--- config.mk ---
export PLATFORM = sky130hd
export DESIGN_NAME = fixed_block_pool_allocator_top
export DESIGN_NICKNAME = d
export VERILOG_FILES = /design/src/rtl/fbpa_pkg.sv /design/src/rtl/fixed_block_pool_allocator_top.sv /design/src/rtl/fbpa_ram.sv
export SDC_FILE = /design/constraint.sdc
export NUM_CORES = 2
export LEC_CHECK = 0
export BUFFER_PORTS_ARGS = -buffer_cell sky130_fd_sc_hd__buf_2
export CAP_MARGIN = 5
export CORE_MARGIN = 5
export CORE_UTILIZATION = 46
export DETAILED_ROUTE_END_ITERATION = 12
export HOLD_SLACK_MARGIN = 0.15
export PLACE_DENSITY_LB_ADDON = 0.25
export SLEW_MARGIN = 20
export SYNTH_ARGS = -nofsm -noshare
export SYNTH_HDL_FRONTEND = slang
export SYNTH_SLANG_ARGS = --single-unit
--- constraint.sdc ---
create_clock -name clk -period 8.65 [get_ports clk]
set_clock_uncertainty 0.1 [all_clocks]
set_input_delay 0.865 -clock clk [delete_from_list [all_inputs] [get_ports clk]]
set_output_delay 0.865 -clock clk [all_outputs]
set_load 0.02 [all_outputs]
--- src/rtl/fbpa_pkg.sv ---
// fbpa_pkg: shared types and codes for the fixed block pool allocator
// no dependencies; imported by fixed_block_pool_allocator_top
package fbpa_pkg;

	// result status codes
	typedef logic [1:0] status_t;
	localparam status_t ST_OK        = 2'd0;
	localparam status_t ST_EXHAUSTED = 2'd1;
	localparam status_t ST_OVERSIZE  = 2'd2;

	// request kinds
	localparam logic ACT_ALLOC = 1'b0;
	localparam logic ACT_FREE  = 1'b1;

	// register word indexes
	localparam logic REG_OBJECT_SIZE = 1'b0;
	localparam logic REG_POOL_BLOCKS = 1'b1;

	// field widths
	localparam int OBJ_W    = 13;
	localparam int POOL_W   = 9;
	localparam int REQ_W    = 16;
	localparam int IDX_W    = 8;
	localparam int OFS_W    = 20;
	localparam int INUSE_W  = 9;
	localparam int CNT_W    = 32;

	// register reset values
	localparam logic [OBJ_W-1:0]  OBJ_SIZE_RESET   = 13'd64;
	localparam logic [POOL_W-1:0] POOL_BLOCKS_RESET = 9'd256;

	// smallest block size, one pointer
	localparam int PTR_BYTES = 8;

endpackage

--- src/rtl/fixed_block_pool_allocator_top.sv ---
// fixed_block_pool_allocator_top: lifo free list block allocator with bump index
// depends on fbpa_pkg and fbpa_ram (next link store)
//
//  channel   handshake                    payload
//  request   start, busy                  action, request_size, block_index
//  result    done (one cycle, no stall)   granted_index, block_offset, status,
//                                         blocks_in_use, allocation_count, free_count
//  config    psel, penable, pwrite, pready paddr, pwdata, prdata
//
// a request is taken when start is high and busy is low; its result beat shows on
// done in the next cycle. a free, an error and a bump allocation leave busy low.
// an allocation popped from the free list holds busy high for one cycle while the
// next link of the popped block comes back from the link ram.
// reset clears all control state; link ram entries are written before use.
// results cannot be held off, so nothing ever stalls on the result side.
module fixed_block_pool_allocator_top #(
	parameter int NUM_BLOCKS = 256
) (
	input  logic                                   clk,
	input  logic                                   arst_n,
	// request
	input  logic                                   start,
	output logic                                   busy,
	input  logic                                   action,
	input  logic [fbpa_pkg::REQ_W-1:0]             request_size,
	input  logic [fbpa_pkg::IDX_W-1:0]             block_index,
	// result
	output logic                                   done,
	output logic [fbpa_pkg::IDX_W-1:0]             granted_index,
	output logic [fbpa_pkg::OFS_W-1:0]             block_offset,
	output fbpa_pkg::status_t                      status,
	output logic [fbpa_pkg::INUSE_W-1:0]           blocks_in_use,
	output logic [fbpa_pkg::CNT_W-1:0]             allocation_count,
	output logic [fbpa_pkg::CNT_W-1:0]             free_count,
	// configuration
	input  logic                                   psel,
	input  logic                                   penable,
	input  logic                                   pwrite,
	input  logic [2:0]                             paddr,
	input  logic [31:0]                            pwdata,
	output logic [31:0]                            prdata,
	output logic                                   pready
);

	import fbpa_pkg::*;

	localparam int IW = $clog2(NUM_BLOCKS);
	localparam int LW = $clog2(NUM_BLOCKS + 1);
	localparam logic [LW-1:0] EMPTY = LW'(NUM_BLOCKS);

	// configuration registers
	logic [OBJ_W-1:0]  object_size_q;
	logic [POOL_W-1:0] pool_blocks_q;

	// allocator state
	logic [LW-1:0]      head_q;
	logic [LW-1:0]      bump_q;
	logic [INUSE_W-1:0] in_use_q;
	logic [CNT_W-1:0]   alloc_cnt_q;
	logic [CNT_W-1:0]   free_cnt_q;
	logic               busy_q;

	// result registers
	logic               done_q;
	logic [IDX_W-1:0]   granted_q;
	logic [OFS_W-1:0]   offset_q;
	status_t            status_q;

	// link ram
	logic               ram_we;
	logic [IW-1:0]      ram_waddr;
	logic [IW-1:0]      ram_raddr;
	logic [LW-1:0]      ram_rdata_q;

	// request decode
	logic               accept;
	logic               cfg_wr;
	logic               free_ok;
	logic               oversize;
	logic               head_valid;
	logic               bump_ok;
	logic [31:0]        limit;
	logic [OBJ_W-1:0]   bsize;
	logic [IW-1:0]      grant_idx;
	logic               do_pop;
	logic               do_bump;
	logic               do_free;

	assign accept     = start && !busy_q;
	assign cfg_wr     = psel && penable && pwrite && pready;
	assign free_ok    = 32'(block_index) < NUM_BLOCKS;
	assign oversize   = request_size > {{(REQ_W-OBJ_W){1'b0}}, object_size_q};
	assign head_valid = head_q != EMPTY;
	assign limit      = (32'(pool_blocks_q) > NUM_BLOCKS) ? NUM_BLOCKS : 32'(pool_blocks_q);
	assign bump_ok    = 32'(bump_q) < limit;
	assign bsize      = (32'(object_size_q) < PTR_BYTES) ? OBJ_W'(PTR_BYTES) : object_size_q;

	assign do_free = accept && (action == ACT_FREE) && free_ok;
	assign do_pop  = accept && (action == ACT_ALLOC) && !oversize && head_valid;
	assign do_bump = accept && (action == ACT_ALLOC) && !oversize && !head_valid && bump_ok;

	assign grant_idx = head_valid ? head_q[IW-1:0] : bump_q[IW-1:0];

	// free pushes the old head into the freed block's link
	assign ram_we    = do_free;
	assign ram_waddr = IW'(block_index);
	assign ram_raddr = head_q[IW-1:0];

	fbpa_ram #(
		.WIDTH (LW),
		.DEPTH (NUM_BLOCKS)
	) u_link_ram (
		.clk     (clk),
		.we      (ram_we),
		.waddr   (ram_waddr),
		.wdata   (head_q),
		.raddr   (ram_raddr),
		.rdata_q (ram_rdata_q)
	);

	// configuration writes
	always_ff @(posedge clk or negedge arst_n) begin
		if (!arst_n) begin
			object_size_q <= OBJ_SIZE_RESET;
			pool_blocks_q <= POOL_BLOCKS_RESET;
		end else if (cfg_wr) begin
			if (paddr[2] == REG_OBJECT_SIZE) begin
				object_size_q <= pwdata[OBJ_W-1:0];
			end else begin
				pool_blocks_q <= pwdata[POOL_W-1:0];
			end
		end
	end

	// configuration read back
	always_comb begin
		if (paddr[2] == REG_OBJECT_SIZE) begin
			prdata = {{(32-OBJ_W){1'b0}}, object_size_q};
		end else begin
			prdata = {{(32-POOL_W){1'b0}}, pool_blocks_q};
		end
	end

	assign pready = 1'b1;

	// free list head, bump index and counters
	always_ff @(posedge clk or negedge arst_n) begin
		if (!arst_n) begin
			head_q      <= EMPTY;
			bump_q      <= '0;
			in_use_q    <= '0;
			alloc_cnt_q <= '0;
			free_cnt_q  <= '0;
			busy_q      <= 1'b0;
		end else begin
			busy_q <= do_pop;
			// link of the popped block arrives from the ram read port in the cycle after the pop
			if (busy_q) begin
				head_q <= ram_rdata_q;
			end else if (do_free) begin
				head_q <= LW'(block_index);
			end
			if (do_bump) begin
				bump_q <= bump_q + 1'b1;
			end
			if (do_pop || do_bump) begin
				in_use_q    <= in_use_q + 1'b1;
				alloc_cnt_q <= alloc_cnt_q + 1'b1;
			end else if (do_free) begin
				in_use_q   <= in_use_q - 1'b1;
				free_cnt_q <= free_cnt_q + 1'b1;
			end
		end
	end

	// result strobe
	always_ff @(posedge clk or negedge arst_n) begin
		if (!arst_n) begin
			done_q <= 1'b0;
		end else begin
			done_q <= accept;
		end
	end

	// result payload, offset product registered here
	always_ff @(posedge clk) begin
		if (accept) begin
			if (do_pop || do_bump) begin
				granted_q <= IDX_W'(grant_idx);
				offset_q  <= OFS_W'(grant_idx) * OFS_W'(bsize);
				status_q  <= ST_OK;
			end else begin
				granted_q <= '0;
				offset_q  <= '0;
				if (action == ACT_FREE) begin
					status_q <= ST_OK;
				end else if (oversize) begin
					status_q <= ST_OVERSIZE;
				end else begin
					status_q <= ST_EXHAUSTED;
				end
			end
		end
	end

	assign busy             = busy_q;
	assign done             = done_q;
	assign granted_index    = granted_q;
	assign block_offset     = offset_q;
	assign status           = status_q;
	assign blocks_in_use    = in_use_q;
	assign allocation_count = alloc_cnt_q;
	assign free_count       = free_cnt_q;

endmodule

--- src/rtl/fbpa_ram.sv ---
// fbpa_ram: generic single write, single read ram with registered read data
// no dependencies; holds the free list links
module fbpa_ram #(
	parameter int WIDTH = 9,
	parameter int DEPTH = 256
) (
	input  logic                     clk,
	input  logic                     we,
	input  logic [$clog2(DEPTH)-1:0] waddr,
	input  logic [WIDTH-1:0]         wdata,
	input  logic [$clog2(DEPTH)-1:0] raddr,
	output logic [WIDTH-1:0]         rdata_q
);

	logic [WIDTH-1:0] mem [DEPTH];

	// write port
	always_ff @(posedge clk) begin
		if (we) begin
			mem[waddr] <= wdata;
		end
	end

	// registered read port
	always_ff @(posedge clk) begin
		rdata_q <= mem[raddr];
	end

endmodule

==> results.json <==
{
  "cts_tree": "built",
  "synth_seq_cells": 2458,
  "firstDrtPassIters": 5,
  "finalSetupViolations": 0,
  "start_util_pct": 46.19,
  "yosysTopAreaCellShare_pct": 70.70,
  "synth_cell_types": 73,
  "hold_viol_final": 0,
  "cts.reportedPaths.clkPinSlew_ns": 0.06,
  "synth_edf_count": 2334,
  "grt_antenna_before_repair": 8,
  "fin_setup_tns_ns": 0,
  "cp_max_fo": 53,
  "startpoint": "head_q[3]$_DFFE_PN0P_",
  "routabilityCongestion": 0.8087,
  "async_flop_share_pct": 4.679,
  "die_y_um": 474.2,
  "grt_start_max_net_pins": 217,
  "viasPerCell": 5.879,
  "dp_cells": 7756,
  "r2r_cells": 18,
  "cts-buffers-inserted": 237,
  "grt.total_usage_pct": 19.69,
  "dpl.hpwl_mm": 133.6,
  "postRouteWirelength_mm": 221.6,
  "finalCritPeriodShare_pct": 77.46,
  "ioPinCount": 204,
  "cellPowerDensity_nw_per_um2": 260.3,
  "crit_path_start_kind": "flop",
  "worstPathArrival_ns": 7.17,
  "final_nets": 5373,
  "yosys_most_used_dff": "edfxtp_1",
  "synth_cells": 4941,
  "final_cell_mix": "edfxtp_1 (2334), mux4_2 (594), nor2_1 (381)",
  "hold_depth": 2,
  "p_leak_nw": 35.72,
  "grt_pass1_wl_mm": 328.9,
  "cts_resized": 0,
  "clk_path_buf_depth": 3,
  "vias": 48211,
  "synth_area_leaders": "edfxtp_1 (71%), mux4_2 (13%), dfrtp_1 (2.8%)",
  "syn_area_um2": 99130,
  "r2r_end": "block_offset[19]$_SDFFCE_PP0P_",
  "htree_levels": 4,
  "postSynthAreaPerCell_um2": 20.06,
  "max_slew_margin_pct": 21.43,
  "outcome": "finished clean",
  "clk_latency_ns": 0.87,
  "root_buffer": "clkbuf_16",
  "postRouteAntennaNets": 0,
  "hold_class": "primary input to flop",
  "grt_pass1_vias": 48568,
  "rsz0062_at_grt": "false",
  "critical_path_class": "flop to flop",
  "drc": 0,
  "tightest_slew_ns": 1.179,
  "clkSinkCount": 2458,
  "drive_gt1_share_pct": 23.03,
  "wl_per_cell_um": 27.02,
  "final_common_cell": "edfxtp_1",
  "core-area_um2": 214600,
  "period_minus_slack_ns": 6.700,
  "slew_viol_final": 0,
  "holdPathEnd": "status[1]$_SDFFCE_PP0P_",
  "final_cells": 8200,
  "die_w_um": 474.2,
  "min_from": "action",
  "rrSetupSlack_ns": 1.95,
  "grt_overflow": 0,
  "num_rows": 170,
  "peakVddDrop_uv": 171.5,
  "max_freq_mhz": 149.3,
  "r2r_start": "head_q[3]$_DFFE_PN0P_",
  "ys_warn_count": 0,
  "port_buffers": 162,
  "cp-end-kind": "flop",
  "drt-initial-drc-count": 4884,
  "yosysSeqAreaShare_pct": 73.79,
  "fp.dieArea_um2": 224900,
  "cts_setup_buffers": 0,
  "synth_area_leader_cell": "edfxtp_1",
  "drv_cap": 0,
  "cp_data_required_time_ns": 9.12,
  "syn2layout_area_growth_pct": 11.35
}
## metrics by stage
stage / utilization (%) / setup slack [ns] / hold slack, ns / area (um^2) / power [mW]
after floorplan: - / 0.004439 / 0.2961 / 99210 / 17.62
after global placement: 47.87 / 2.116 / 0.3202 / 102700 / 19.00
after detailed placement: 47.87 / 2.073 / 0.3179 / 102700 / 19.07
after CTS: 51.42 / 1.979 / 0.2271 / 110400 / 28.99
after global routing: 51.43 / 1.623 / 0.2703 / 110400 / 29.91
final: 51.43 / 1.950 / 0.3103 / 110400 / 28.74
## cells by family after synthesis
logic type               count (synthesis)  synth area share, %
adder cells (fa/ha/maj)                136                2.216
XOR/XNOR                                90               0.7951
buffers and inverters                  388                2.017
AND/OR/NAND/NOR                        744                3.419
flip-flops                            2458                73.79
multiplexers                           763                15.24
AO/OA/AOI/OAI                          360                2.514
other                                    2             0.007576
## sequential cells by signal, indices dropped and copies added, names as in the netlist
name,count
u_link_ram.rdata_q,9
block_offset,20
bump_q,9
head_q,9
busy,1
pool_blocks_q,9
blocks_in_use,9
u_link_ram.mem,2304
granted_index,8
done,1
free_count,32
status,2
allocation_count,32
object_size_q,13
## cell type report
cell class	count	area, um^2
Fill cell	16852	104200
Sequential cell	2458	73180
Multi-Input combinational cell	2113	24120
Inverter	106	397.9
Antenna cell	4	10.01
Timing Repair Buffer	255	1642
Tap cell	2838	3551
Clock buffer	306	6304
Clock inverter	120	1176
## how the worst max path moves through the flow
stage | to | slack, ns
floorplan | block_offset[18]$_SDFFCE_PP0P_ | 0.004
global placement | block_offset[19]$_SDFFCE_PP0P_ | 2.12
detailed placement | block_offset[19]$_SDFFCE_PP0P_ | 2.07
CTS | block_offset[19]$_SDFFCE_PP0P_ | 1.98
global route | block_offset[19]$_SDFFCE_PP0P_ | 1.62
finish | block_offset[19]$_SDFFCE_PP0P_ | 1.95
## metal layers
layer / global-route usage, % / wire length, um / vias to the layer above
met2: 30.92 / 106600 / 1621
met1: 28.63 / 94470 / 25747
met5: 0 / 0 / -
met3: 3.417 / 14390 / 321
li1: - / - / 20522
met4: 5.766 / 6069 / 0
## power breakdown
part / internal, mW / switching [mW]
combinational: 1.98 / 3.01
clock: 5.58 / 4.39
sequential: 13.6 / 0.197
total: 21.1 / 7.60
## repair_timing
| item | in CTS | in global routing |
|---|---|---|
| hold endpoints to repair | 61 | 0 |
| setup endpoints to repair | 0 | 0 |
| hold buffers | 14 | 0 |
## critical path, stage by stage, from the launching register on
cell      delay (ns)
dfrtp_4         0.87
nor4_4          0.20
and3_1          0.22
buf_4           0.21
a21oi_1         0.90
nor2_1          0.15
fa_1            0.48
fa_1            0.49
inv_1           0.05
fa_1            0.49
fa_1            0.49
inv_1           0.04
ha_1            0.30
o21ai_0         0.12
a21boi_0        0.44
o21ai_0         0.28
o21ai_0         0.23
o221ai_1        0.16
mux2i_1         0.14
## Yosys cell counts (11+ instances only)
cell type,n
a211oi_1,32
a211oi_2,18
a21o_1,14
a21oi_1,40
a22oi_1,26
and3_1,27
buf_1,19
buf_2,80
buf_4,57
buf_6,23
clkbuf_1,98
dfrtp_1,112
edfxtp_1,2334
fa_1,66
ha_1,70
inv_1,100
mux2_2,26
mux2i_1,136
mux4_2,594
nand2_1,106
nand2b_1,15
nand3_1,71
nand4_1,46
nor2_1,384
nor2b_1,16
nor3_1,18
nor4_1,22
o211ai_1,14
o21ai_0,47
o21ai_1,11
o221ai_1,19
o22ai_1,100
xnor2_1,73
xor2_1,17
No activity file was read; power rests on OpenSTA's default activity.
